==> config.mk <==
export PLATFORM = sky130hd
export DESIGN_NAME = lock_actuator_dwell_controller_core
export DESIGN_NICKNAME = d
export VERILOG_FILES = /design/src/lad_pkg.sv /design/src/lock_actuator_dwell_controller_core.sv /design/src/lad_dwell.sv
export SDC_FILE = /design/constraint.sdc
export NUM_CORES = 1
export LEC_CHECK = 0
export BUFFER_PORTS_ARGS = -buffer_cell sky130_fd_sc_hd__buf_2
export CAP_MARGIN = 25
export CELL_PAD_IN_SITES_DETAIL_PLACEMENT = 0
export CELL_PAD_IN_SITES_GLOBAL_PLACEMENT = 2
export CORE_AREA = 2 2 86 88
export CTS_CLUSTER_DIAMETER = 200
export DETAILED_ROUTE_END_ITERATION = 12
export DIE_AREA = 0 0 88 90
export HOLD_SLACK_MARGIN = 0.03
export PLACE_DENSITY = 0.87
export SLEW_MARGIN = 20
export SYNTH_ARGS = -nofsm -noshare
export SYNTH_HDL_FRONTEND = slang
export SYNTH_SLANG_ARGS = --single-unit
export TNS_END_PERCENT = 10
==> constraint.sdc <==
create_clock -name clk_i -period 3.35 [get_ports clk_i]
set_input_delay 0.5025 -clock clk_i [delete_from_list [all_inputs] [get_ports clk_i]]
set_output_delay 0.5025 -clock clk_i [all_outputs]
set_load 0.01 [all_outputs]
==> src/lad_pkg.sv <==
// ----------------------------------------------------------------------------
// lad_pkg
// Shared types and constants for the lock actuator dwell controller.
// ----------------------------------------------------------------------------
package lad_pkg;

  localparam int unsigned CountW = 7;
  localparam int unsigned LimitW = 6;

  localparam logic [CountW-1:0] CountMax       = 7'd127;
  localparam logic [LimitW-1:0] FailLimitReset = 6'd10;

  typedef enum logic [1:0] {
    MODE_TICK   = 2'd0,
    MODE_SCHED  = 2'd1,
    MODE_MANUAL = 2'd2
  } mode_e;

  typedef enum logic [2:0] {
    ST_UNKNOWN     = 3'd0,
    ST_LOCKED      = 3'd1,
    ST_UNLOCKED    = 3'd2,
    ST_FAIL_LOCK   = 3'd3,
    ST_FAIL_UNLOCK = 3'd4
  } status_e;

  typedef struct packed {
    logic              armed;
    logic              drive;
    logic [CountW-1:0] count;
    logic              hit_ok;
    logic              hit_fail;
  } dwell_res_t;

endpackage

==> src/lock_actuator_dwell_controller_core.sv <==
// ----------------------------------------------------------------------------
// lock_actuator_dwell_controller_core
// Lock actuator drive with dwell waits on active-low limit switches.
//
// Input channel (in_valid_i / in_stall_o): one beat is a tick or a lock or
// unlock command with the raw switch levels. Output channel (out_valid_o /
// out_stall_i): one beat per input beat with both drives, status and busy.
// Config channel (cfg_valid_i / cfg_ready_o): writes fail_limit; write it
// only while no beat is in flight.
// An input register, then one pass of update logic into the result register
// and the controller state. One beat per cycle is accepted while the
// receiver does not stall.
// When the receiver stalls, the result register holds; the input register
// still takes one more beat, then in_stall_o rises until the result drains.
// Reset clears drives, waits, counts and status (unknown), sets fail_limit
// to 10 and empties both registers.
// ----------------------------------------------------------------------------
module lock_actuator_dwell_controller_core
  import lad_pkg::*;
(
  input  logic              clk_i,
  input  logic              rst_ni,
  input  logic              in_valid_i,
  output logic              in_stall_o,
  input  logic [1:0]        mode_i,
  input  logic              want_locked_i,
  input  logic              locked_switch_open_i,
  input  logic              unlocked_switch_open_i,
  output logic              out_valid_o,
  input  logic              out_stall_i,
  output logic              lock_drive_o,
  output logic              unlock_drive_o,
  output logic [2:0]        status_o,
  output logic              busy_res_o,
  input  logic              cfg_valid_i,
  output logic              cfg_ready_o,
  input  logic [LimitW-1:0] cfg_data_i
);

  logic              in_vld_q;
  logic [1:0]        mode_q;
  logic              want_q, lk_open_q, ul_open_q;
  logic [LimitW-1:0] fail_limit_q;

  logic              lk_armed_q, lk_armed_d, ul_armed_q, ul_armed_d;
  logic              lk_drive_q, lk_drive_d, ul_drive_q, ul_drive_d;
  logic [CountW-1:0] lk_cnt_q, lk_cnt_d, ul_cnt_q, ul_cnt_d;
  status_e           status_q, status_d;

  logic              out_vld_q;
  logic              out_lk_q, out_ul_q, out_busy_q;
  logic [2:0]        out_status_q;

  logic              advance;
  dwell_res_t        lk_res, ul_res;

  assign advance     = in_vld_q && !(out_vld_q && out_stall_i);
  assign in_stall_o  = in_vld_q && out_vld_q && out_stall_i;
  assign cfg_ready_o = 1'b1;

  lad_dwell u_lk_dwell (
    .armed_i      (lk_armed_q),
    .drive_i      (lk_drive_q),
    .count_i      (lk_cnt_q),
    .sw_open_i    (lk_open_q),
    .fail_limit_i (fail_limit_q),
    .res_o        (lk_res)
  );

  lad_dwell u_ul_dwell (
    .armed_i      (ul_armed_q),
    .drive_i      (ul_drive_q),
    .count_i      (ul_cnt_q),
    .sw_open_i    (ul_open_q),
    .fail_limit_i (fail_limit_q),
    .res_o        (ul_res)
  );

  always_comb begin
    lk_armed_d = lk_armed_q;
    ul_armed_d = ul_armed_q;
    lk_drive_d = lk_drive_q;
    ul_drive_d = ul_drive_q;
    lk_cnt_d   = lk_cnt_q;
    ul_cnt_d   = ul_cnt_q;
    status_d   = status_q;
    case (mode_q)
      MODE_TICK: begin
        lk_armed_d = lk_res.armed;
        lk_drive_d = lk_res.drive;
        lk_cnt_d   = lk_res.count;
        ul_armed_d = ul_res.armed;
        ul_drive_d = ul_res.drive;
        ul_cnt_d   = ul_res.count;
        if (lk_res.hit_fail) begin
          status_d = ST_FAIL_LOCK;
        end else if (lk_res.hit_ok) begin
          status_d = ST_LOCKED;
        end
        if (ul_res.hit_fail) begin
          status_d = ST_FAIL_UNLOCK;
        end else if (ul_res.hit_ok) begin
          status_d = ST_UNLOCKED;
        end
      end
      MODE_SCHED, MODE_MANUAL: begin
        if (want_q) begin
          if (lk_open_q) begin
            ul_armed_d = 1'b0;
            lk_drive_d = 1'b1;
            ul_drive_d = 1'b0;
            lk_armed_d = 1'b1;
          end else if (mode_q == MODE_MANUAL) begin
            status_d = ST_LOCKED;
          end
        end else begin
          if (ul_open_q) begin
            lk_armed_d = 1'b0;
            lk_drive_d = 1'b0;
            ul_drive_d = 1'b1;
            ul_armed_d = 1'b1;
          end else if (mode_q == MODE_MANUAL) begin
            status_d = ST_UNLOCKED;
          end
        end
      end
      default: begin
      end
    endcase
  end

  always_ff @(posedge clk_i or negedge rst_ni) begin
    if (!rst_ni) begin
      in_vld_q     <= 1'b0;
      out_vld_q    <= 1'b0;
      fail_limit_q <= FailLimitReset;
      lk_armed_q   <= 1'b0;
      ul_armed_q   <= 1'b0;
      lk_drive_q   <= 1'b0;
      ul_drive_q   <= 1'b0;
      lk_cnt_q     <= '0;
      ul_cnt_q     <= '0;
      status_q     <= ST_UNKNOWN;
    end else begin
      if (cfg_valid_i && cfg_ready_o) begin
        fail_limit_q <= cfg_data_i;
      end
      if (in_valid_i && !in_stall_o) begin
        in_vld_q <= 1'b1;
      end else if (advance) begin
        in_vld_q <= 1'b0;
      end
      if (advance) begin
        out_vld_q  <= 1'b1;
        lk_armed_q <= lk_armed_d;
        ul_armed_q <= ul_armed_d;
        lk_drive_q <= lk_drive_d;
        ul_drive_q <= ul_drive_d;
        lk_cnt_q   <= lk_cnt_d;
        ul_cnt_q   <= ul_cnt_d;
        status_q   <= status_d;
      end else if (!out_stall_i) begin
        out_vld_q <= 1'b0;
      end
    end
  end

  always_ff @(posedge clk_i) begin
    if (in_valid_i && !in_stall_o) begin
      mode_q    <= mode_i;
      want_q    <= want_locked_i;
      lk_open_q <= locked_switch_open_i;
      ul_open_q <= unlocked_switch_open_i;
    end
    if (advance) begin
      out_lk_q     <= lk_drive_d;
      out_ul_q     <= ul_drive_d;
      out_status_q <= status_d;
      out_busy_q   <= lk_armed_d | ul_armed_d;
    end
  end

  assign out_valid_o    = out_vld_q;
  assign lock_drive_o   = out_lk_q;
  assign unlock_drive_o = out_ul_q;
  assign status_o       = out_status_q;
  assign busy_res_o     = out_busy_q;

  a_drive_exclusive: assert property (@(posedge clk_i) disable iff (!rst_ni)
    !(lk_drive_q && ul_drive_q))
    else $error("both drives energized");

  a_lk_armed_drives: assert property (@(posedge clk_i) disable iff (!rst_ni)
    lk_armed_q |-> lk_drive_q)
    else $error("lock wait armed without lock drive");

  a_ul_armed_drives: assert property (@(posedge clk_i) disable iff (!rst_ni)
    ul_armed_q |-> ul_drive_q)
    else $error("unlock wait armed without unlock drive");

  a_count_bound: assert property (@(posedge clk_i) disable iff (!rst_ni)
    (lk_cnt_q <= CountW'(63)) && (ul_cnt_q <= CountW'(63)))
    else $error("dwell count beyond limit range");

  a_stall_full: assert property (@(posedge clk_i) disable iff (!rst_ni)
    in_stall_o |-> (in_vld_q && out_vld_q))
    else $error("input stalled with free pipeline");

endmodule

==> src/lad_dwell.sv <==
// ----------------------------------------------------------------------------
// lad_dwell
// Tick update of one direction's dwell wait: count, success or failure.
// ----------------------------------------------------------------------------
module lad_dwell
  import lad_pkg::*;
(
  input  logic              armed_i,
  input  logic              drive_i,
  input  logic [CountW-1:0] count_i,
  input  logic              sw_open_i,
  input  logic [LimitW-1:0] fail_limit_i,
  output dwell_res_t        res_o
);

  logic [CountW-1:0] cnt_step;

  always_comb begin
    cnt_step = count_i;
    res_o    = '{armed: armed_i, drive: drive_i, count: count_i,
                 hit_ok: 1'b0, hit_fail: 1'b0};
    if (armed_i) begin
      if (sw_open_i) begin
        if (count_i < CountMax) begin
          cnt_step = count_i + CountW'(1);
        end
        res_o.count = cnt_step;
      end else begin
        cnt_step     = '0;
        res_o.count  = '0;
        res_o.drive  = 1'b0;
        res_o.armed  = 1'b0;
        res_o.hit_ok = 1'b1;
      end
      if (cnt_step > {1'b0, fail_limit_i}) begin
        res_o.count    = '0;
        res_o.drive    = 1'b0;
        res_o.armed    = 1'b0;
        res_o.hit_ok   = 1'b0;
        res_o.hit_fail = 1'b1;
      end
    end
  end

endmodule
==> Yosys cells after proc, flatten, opt, wreduce, memory -nomap -nowiden <==
Cells that the tools add are included.
{ "classes": {"reduce_logical": 12, "eq_ne": 3, "mux": 44, "n_addsub": 2, "n_shift": 0, "n_bitwise": 1, "multipliers": 0, "n_lt_le_gt_ge": 4, "n_div": 0} }
{ "op_table": {"columns": ["op", "count"], "rows": [
  ["two-way mux 11 bit", 4],
  ["two-way mux 7 bit", 6],
  ["two-way mux 3 bit", 9],
  ["two-way mux 1 bit", 18],
  ["adder 7 x 1 -> 7 bit, second input constant", 2],
  ["> comparator 7 x 6 -> 1 bit", 2],
  ["< comparator 7 bit, second input constant", 2],
  ["one-hot mux 1 bit (2 select lines)", 4],
  ["one-hot mux 3 bit (2 select lines)", 1],
  ["AND reduction 3 bit", 2],
  ["logical AND 1 bit", 5],
  ["two-way mux 2 bit", 2],
  ["equality test 2 x 1 -> 1 bit, second input constant", 1],
  ["equality test 2 bit, second input constant", 1],
  ["logical NOT 1 bit", 2],
  ["logical NOT 2 bit", 1],
  ["!= test 2 x 1 -> 1 bit, second input constant", 1],
  ["nonzero test 2 bit", 1],
  ["OR reduction 2 bit", 1],
  ["bitwise OR 1 bit", 1]
]} }
{ "word_totals": {"latch_bits": 0, "ramBits": 0, "reg_bits": 40, "input_bits": 16, "memories": 0, "out_inout_bits": 9, "romBits": 0, "elab_cells": 84} }

==> Depth between registers and ports, before layout <==
Gate-level depths: netlist of the first run.
{ "logic_depth": {"word_depth": 12, "depth_mapped": 13, "ltp_nobuf": 13} }

==> Hierarchy <==
A second synthesis of the first run with hierarchy kept.
{ "unflattened": {"cells_unflattened": 282, "area_unflattened_um2": 2728.9} }
{ "by_module_without_submodules": {"columns": ["module", "cells_per_inst", "instances", "area_each_um2"], "rows": [
  ["lock_actuator_dwell_controller_core", 142, 1, 1853.0],
  ["lad_dwell", 70, 2, 437.9]
]} }

==> Least setup slack after synthesis of the first run <==
No wires, ideal clock.
{ "synth_path": {"kind": "reg2reg", "startpoint": "reg ul_cnt_q[0]", "endpoint": "reg out_status_q[0], in the netlist status_o[0] (data pin)", "path_slack_ns": 0.614, "n_path_buf": 0, "stages_incl_launch_ff": 12, "setup_ns": 0.261, "t_arrival_ns": 2.476, "required_time_ns": 3.089, "path_cell_list": "dfrtp_1 -> and3_1 -> and2_1 -> and4b_1 -> nor3_1 -> ha_1 -> nand2_1 -> mux2i_1 -> o21ai_1 -> nor3b_2 -> o21a_1 -> o311a_1"} }
{ "synth_between": {"elab_chain_len": 10} }
{ "synth_rtl": {"columns": ["item", "line_no", "rtl"], "rows": [
  ["start, declared", "lock_actuator_dwell_controller_core.sv:47", "logic [CountW-1:0] lk_cnt_q, lk_cnt_d, ul_cnt_q, ul_cnt_d;"],
  ["start signal, assigned", "lock_actuator_dwell_controller_core.sv:160", "ul_cnt_q <= ul_cnt_d;"],
  ["adder 7 x 1 -> 7 bit / < comparator 7 bit (equally long branches)", "lad_dwell.sv:25, lad_dwell.sv:24", null],
  ["two-way mux 7 bit (*)", "lad_dwell.sv:24", "if (count_i < CountMax) begin"],
  ["two-way mux 7 bit (*)", "lad_dwell.sv:23", "if (sw_open_i) begin"],
  ["two-way mux 7 bit (*)", "lad_dwell.sv:22", "if (armed_i) begin"],
  ["> comparator 7 x 6 -> 1 bit (*)", "lad_dwell.sv:35", "if (cnt_step > {1'b0, fail_limit_i}) begin"],
  ["two-way mux 11 bit (*)", "lad_dwell.sv:35", null],
  ["two-way mux 11 bit (*)", "lad_dwell.sv:22", null],
  ["two-way mux 3 bit", "lock_actuator_dwell_controller_core.sv:102", "end else if (ul_res.hit_ok) begin"],
  ["two-way mux 3 bit (*)", "lock_actuator_dwell_controller_core.sv:100", "if (ul_res.hit_fail) begin"],
  ["one-hot mux 3 bit (2 select lines) (*)", "lock_actuator_dwell_controller_core.sv:87", "case (mode_q)"],
  ["named net status_d[0]", "lock_actuator_dwell_controller_core.sv:48", "status_e status_q, status_d;"],
  ["end signal, assigned", "lock_actuator_dwell_controller_core.sv:178", "out_status_q <= status_d;"],
  ["end, declared", "lock_actuator_dwell_controller_core.sv:52", "logic [2:0] out_status_q;"]
]} }
Mark *: on every way through the listed nets, which the timed path passes. The rest lies on a longest branch. The select of a mux whose other input is x is not followed.
A chain may end at the register's enable or synchronous reset.

==> Worst setup path in the final report of the first run <==
Ends and elaborated chain as after synthesis.

==> results of run 1 <==
[metrics by stage]
stage,utilization [%],hold slack (ps),cell area [sq um],instances
after global placement,39.1,452,2740,388
final,40.7,247,2860,396
after CTS,40.7,270,2850,396
after floorplan,-,207,2550,276
after detailed placement,39.1,467,2740,388
after global routing,40.7,295,2860,396
[flip-flops by register name, summed over array words and instances (netlist names), 2 cells and up]
signal	flops
fail_limit_q	6
lk_cnt_q	7
mode_q	2
status_o	3
status_q	3
ul_cnt_q	7
[cells in the mapped netlist (4+ instances only)]
library cell  instances
o21ai_0              16
nand2b_1              6
clkbuf_1              7
dfrtp_1              27
nand3_1              12
edfxtp_1             11
a31oi_1               4
inv_1                17
and2_1                4
o21ai_1              12
a21oi_1              20
nor2_1               11
nand2_1              36
ha_1                 17
o22ai_1               4
a21o_1                5
[power by group through the flow]
stage / Clock (mW) / Combinational, mW / Sequential (mW)
6_report: 0.400 / 0.354 / 0.656
5_1_grt: 0.430 / 0.411 / 0.670
4_1_cts: 0.414 / 0.356 / 0.654
3_5_place_dp: 0 / 0.353 / 0.665
3_3_place_gp: 0 / 0.359 / 0.662
2_1_floorplan: 0 / 0.276 / 0.642
[layout by cell type (no fill, tap or decap), drive strengths merged, types with 4 or more instances in the layout]
cell type  instances
nand2b             6
inv               20
and2               4
ha                17
a21o               5
a31oi              4
a21oi             20
clkbuf             5
dfrtp             27
o22ai              4
o21ai             28
edfxtp            11
buf               24
nand3             14
nand2             36
nor2              11
and3               4
[final cells by class]
| cell class | instances | area, sq um | share of cell area, % |
|---|---|---|---|
| multi-input combinational | 205 | 1370 | 47.8 |
| timing repair buffer | 24 | 123 | 4.29 |
| clock buffer | 5 | 68.8 | 2.41 |
| sequential | 40 | 1060 | 37.0 |
| clock inverter | 3 | 42.5 | 1.49 |
| tap | 99 | 124 | 4.33 |
| inverter | 20 | 75.1 | 2.63 |
[cell families (layout without fill, tap and decap cells)]
logic type / count (synthesis) / in the layout / share of synthesized area, %
AND/OR/NAND/NOR: 92 / 92 / 19.6
AO/OA/AOI/OAI: 90 / 90 / 22.9
flip-flops: 40 / 40 / 41.6
buffers and inverters: 31 / 52 / 4.96
adder cells (fa/ha/maj): 17 / 17 / 8.35
multiplexers: 4 / 4 / 2.11
other: 1 / 1 / 0.147
XOR/XNOR: 1 / 1 / 0.344
[worst max-delay path: cells and delay by family, from the launching register on]
family	cells	cell delay, ps
and+or+nand+nor	6	1190
DFF	1	410
muxes	1	210
adders and majority gates	1	310
AOI/OAI and AO/OA	3	680
[path summary, 6_finish.rpt]
kind / end / slack [ps] / depth (start not counted)
setup reg to reg: status_o[0]$_DFFE_PP_ / 300 / 11
hold / removal: fail_limit_q[0]$_DFFE_PN0P_ / 250 / 1
hold reg to reg: out_valid_o$_DFFE_PN0P_ / 480 / 1
min in group clk_i: mode_q[0]$_DFFE_PP_ / 380 / 1
setup / recovery: status_o[0]$_DFFE_PP_ / 300 / 11
max in group asynchronous: lk_armed_q$_DFFE_PN0P_ / 2660 / 1
[routing by layer]
metal	wire, microns	share of wire, %	vias to the layer above
li1	-	-	1042
met1	2640	48	980
met2	2610	47	33
met3	139	2.5	9
met4	99	1.8	0
met5	0	0	-
[repair_timing]
item	4_1_cts	5_1_grt
endpoints found under the setup margin	0	2
resized for setup	0	1
hold buffers	0	0
==> results.yml, run 1 <==
sta:
  setup_tns_ps: 0
  post-route-period-util_pct: 91.1
  period_minus_slack_ps: 3050
  setup_ws_ps: 299
  setup_viol: 0
  worst_slew_margin_rel_pct: 54.0
  slew_viol_final: 0
  finalHoldViolations: 0
  max_freq_mhz: 328
  finClkSkew_ps: 8.45
  worst_slew_pin_slew_ps: 690
  rsz0062_at_grt: "no"
power:
  p_comb_share_pct: 25.1
  p_leak_nw: 1.30
  ir_drop_uv: 249
  powerDensity_nw_per_um2: 493
  p_int_mw: 0.955
  total_power_mw: 1.41
  clkPwrFrac_pct: 28.4
  power.share.sequential_pct: 46.5
  p_sw_mw: 0.455
  swShare_pct: 32.3
setup_path:
  worst_setup_path_end_kind: "flop"
  criticalPathCategory: "flop to flop"
  slowest_delay_ps: 410
  path_max_fanout: 5
  crit_path_start_kind: "flop"
  critPathArrivalTime_ps: 3100
  reg2reg_from: "ul_cnt_q[0]$_DFFE_PN0P_"
  worstPathCellList: "and3_1 > and2_1 > and4b_1 > nor3_1 > ha_1 > nand2_1 > mux2i_1 > o21ai_2 > nor3b_2 > o21a_1 > o311a_1"
  worstPathRequired_ps: 3400
  critical-path-slowest-cell: "dfrtp_1"
  critPathLaunch: "ul_cnt_q[0]$_DFFE_PN0P_"
drt:
  wl_per_cell_microns: 13.9
  postRouteAntennaNets: 0
  routed_wl_microns: 5490
  first_pass_iters: 4
  drtIter0Drc: 130
  routed-via-count: 2064
  post-route-drc-count: 0
  via_per_inst: 5.21
place:
  portBuffers: 23
  dp_worst_setup_slack_ps: 294
  dp_hpwl_microns: 4110
  gp_congestion: 0.842
clocking:
  post-cts-setup-buffers: 0
  numCtsBuffers: 5
  cts_tree: "yes"
  root_buffer: "clkbuf_8"
  clock_latency_ps: 300
  cts-htree-levels: 2
  clockBufferDepth: 2
  path_clk_slew_ps: 90
  cts_sinks: 40
global_routing:
  use_met2_pct: 24.6
  grt_max_degree: 30
  grt_pass1_wl_microns: 9590
  antenna_found_initial: 0
  busiest_layer: "met2"
  grt_util_met3_pct: 2.85
  met1_usage_pct: 21.0
  grt_pass1_vias: 2014
  overflow: 0
  grt_usage_pct: 15.5
floorplanning:
  core_area_sq_um: 7020
  std_cell_rows: 31
  start_util_pct: 36.3
  ioPinCount: 25
  die_w_microns: 88
  chipHeight_microns: 90
  dieArea_sq_um: 7920
synthesis:
  async_reset_ff_share_pct: 72.5
  synth_nets: 309
  ys.flop_type: "dfrtp_1"
  yosys.area.top_type_share_pct: 26.5
  synth_cell_types: 57
  syn_avg_cell_area_sq_um: 9.23
  yosysWarnings: 0
  synthCells: 276
  synth_edf_count: 11
  yosysSeqAreaShare_pct: 41.6
  synth_seq_cells: 40
  ys_top_cells_by_area: "dfrtp_1 (27%), edfxtp_1 (13%), ha_1 (8.3%)"
  synth_largest_area_cell: "dfrtp_1"
  syn-cell-area_sq_um: 2550
hold_path:
  hold_class: "primary input to asynchronous set/reset pin"
final_layout:
  syn_to_final_growth_pct: 12.2
  n_fill_cell: 702
  diodes: 0
  nets: 329
  drive_gt1_share_pct: 16.2
run:
  max-cap-violations: 0
outcome:
  status: "finished clean"
No activity file was read; power rests on OpenSTA's default activity.
==> run 2, diff against run 1 <==
--- a/config.mk
+++ b/config.mk
@@ -9,12 +9,13 @@
 export CAP_MARGIN = 25
 export CELL_PAD_IN_SITES_DETAIL_PLACEMENT = 0
 export CELL_PAD_IN_SITES_GLOBAL_PLACEMENT = 2
-export CORE_AREA = 2 2 86 88
+export CORE_AREA = 2 2 66 115
 export CTS_CLUSTER_DIAMETER = 200
 export DETAILED_ROUTE_END_ITERATION = 12
-export DIE_AREA = 0 0 88 90
+export DIE_AREA = 0 0 68 117
 export HOLD_SLACK_MARGIN = 0.03
-export PLACE_DENSITY = 0.87
+export PLACE_DENSITY = 0.86
+export SETUP_SLACK_MARGIN = 0.4
 export SLEW_MARGIN = 20
 export SYNTH_ARGS = -nofsm -noshare
 export SYNTH_HDL_FRONTEND = slang
==> results.yml, run 2 (same netlist as run 1, synthesis figures left out) <==
outcome:
  status: "finished clean"
final_layout:
  n_fill_cell: 713
  syn_to_final_growth_pct: 18.8
  final_cell_mix: "nand2_1 (35), dfrtp_1 (23), buf_2 (23)"
  drive_gt1_share_pct: 23.4
  diodes: 0
  final_common_cell: "nand2_1"
  finalNonFillerCells: 390
  multiInputGateArea_sq_um: 1440
  reg_top3: "lk_cnt_q x7, ul_cnt_q x7, fail_limit_q x6"
  nets: 336
  design_area_sq_um: 3030
  final-seq-area_sq_um: 1060
clocking:
  root_buffer: "clkbuf_16"
  cts_tree: "yes"
  cts_sinks: 40
  path_clk_slew_ps: 60
  cts-htree-levels: 2
  clock_latency_ps: 290
  hold_buffers: 0
  numCtsBuffers: 5
  clockBufferDepth: 2
setup_path:
  critPathArrivalTime_ps: 2850
  path_max_fanout: 5
  r2r_cells: 13
  worst_setup_path_end_kind: "flop"
  criticalPathCategory: "flop to flop"
  worstPathRequired_ps: 3390
  crit_path_start_kind: "flop"
global_routing:
  grt_pass1_vias: 2122
  overflow: 0
  grt_max_degree: 30
  grt_pass1_wl_microns: 10300
  grt_usage_pct: 17.5
  antenna_found_initial: 0
sta:
  post-route-period-util_pct: 84.0
  setup_viol: 0
  rsz0062_at_grt: "yes"
  max_freq_mhz: 355
  worst_slew_pin_slew_ps: 709
  finClkSkew_ps: 3.67
  worst_slew_margin_rel_pct: 52.7
  slew_viol_final: 0
  finalHoldViolations: 0
  setup_tns_ps: 0
  period_minus_slack_ps: 2810
place:
  place_area_sq_um: 2740
  placedCellCount: 377
  gp_congestion: 0.827
  portBuffers: 23
  dp_hpwl_microns: 4600
power:
  ir_drop_uv: 251
  p_leak_nw: 1.35
  powerDensity_nw_per_um2: 535
drt:
  routed_wl_microns: 6280
  postRouteAntennaNets: 0
  routed-via-count: 2135
  first_pass_iters: 4
  wl_per_cell_microns: 16.1
  post-route-drc-count: 0
  drtIter0Drc: 161
  via_per_inst: 5.47
run:
  max-cap-violations: 0
floorplanning:
  std_cell_rows: 41
  dieArea_sq_um: 7960
  die_w_microns: 68
  start_util_pct: 36.0
  core_area_sq_um: 7080
  chipHeight_microns: 117
  ioPinCount: 25
hold_path:
  hold_class: "primary input to asynchronous set/reset pin"
[run 2: cell count changes in the layout (fill, tap and decap cells not counted), moves of 2 or more]
cell and change:
clkbuf_16 +5, ha_1 -2, dfrtp_2 +4, buf_4 +7, o21ai_2 +2, clkbuf_8 -5
dfrtp_1 -4
[run 2: power breakdown]
part	internal, mW	switching [mW]	total (mW)
sequential	0.583	0.0832	0.667
clock	0.350	0.204	0.554
combinational	0.180	0.216	0.397
total	1.11	0.504	1.62
[run 2: critical path, stage by stage (launching register included)]
cell     delay, ps
dfrtp_1        400
and3_4         220
nand2_2         50
or2_4          260
nand3_1        100
o21ai_2         70
nor2_1         110
ha_1           230
nand2_1         80
mux2i_1        220
o21ai_2        120
nor3b_4        180
o21a_1         210
o311a_1        300
[run 2: final timing paths]
kind                                               from                           to  slack, ps
worst max register to register  ul_cnt_q[0]$_DFFE_PN0P_        status_o[0]$_DFFE_PP_        540
worst min-delay path                             rst_ni  fail_limit_q[4]$_DFFE_PN0P_        270
worst max-delay path            ul_cnt_q[0]$_DFFE_PN0P_        status_o[0]$_DFFE_PP_        540
worst min register to register     in_vld_q$_DFFE_PN0P_      out_valid_o$_DFFE_PN0P_        480
min in group clk_i               unlocked_switch_open_i          ul_open_q$_DFFE_PP_        380
max in group asynchronous                        rst_ni      ul_cnt_q[4]$_DFFE_PN0P_       2590
[run 2: repair_timing]
| action | 4_1_cts | 5_1_grt |
|---|---|---|
| setup buffers | 1 | 4 |
| pin swaps | 0 | 8 |
| gates resized for setup | 4 | 18 |
| endpoints found under the setup margin | 2 | 7 |
[run 2: routing by layer]
metal | track usage (%) | wire length (microns) | part of all wire [%] | vias up
met3 | 3.44 | 147 | 2.3 | 15
met5 | 0 | 0 | 0 | -
li1 | - | - | - | 1058
met4 | 8.53 | 210 | 3.3 | 0
met2 | 30.4 | 3460 | 55 | 34
met1 | 20.0 | 2460 | 39 | 1028
[run 2: stage by stage]
stage / total power, mW / util, % / setup WS [ps] / hold WS, ps
4_1_cts: 1.59 / 41.5 / 400 / 292
5_1_grt: 1.72 / 42.7 / 392 / 319
6_report: 1.62 / 42.7 / 537 / 266
3_3_place_gp: 1.02 / 38.7 / 329 / 457
3_5_place_dp: 1.03 / 38.7 / 322 / 465
2_1_floorplan: 0.918 / - / 614 / 207
[run 2: layout make-up]
cell class                 count  area share, %
multi-input combinational    205           47.5
tap                           86           3.56
inverter                      20           2.48
timing repair buffer          31           5.79
clock inverter                 3           1.41
sequential                    40           35.2
clock buffer                   5           4.14
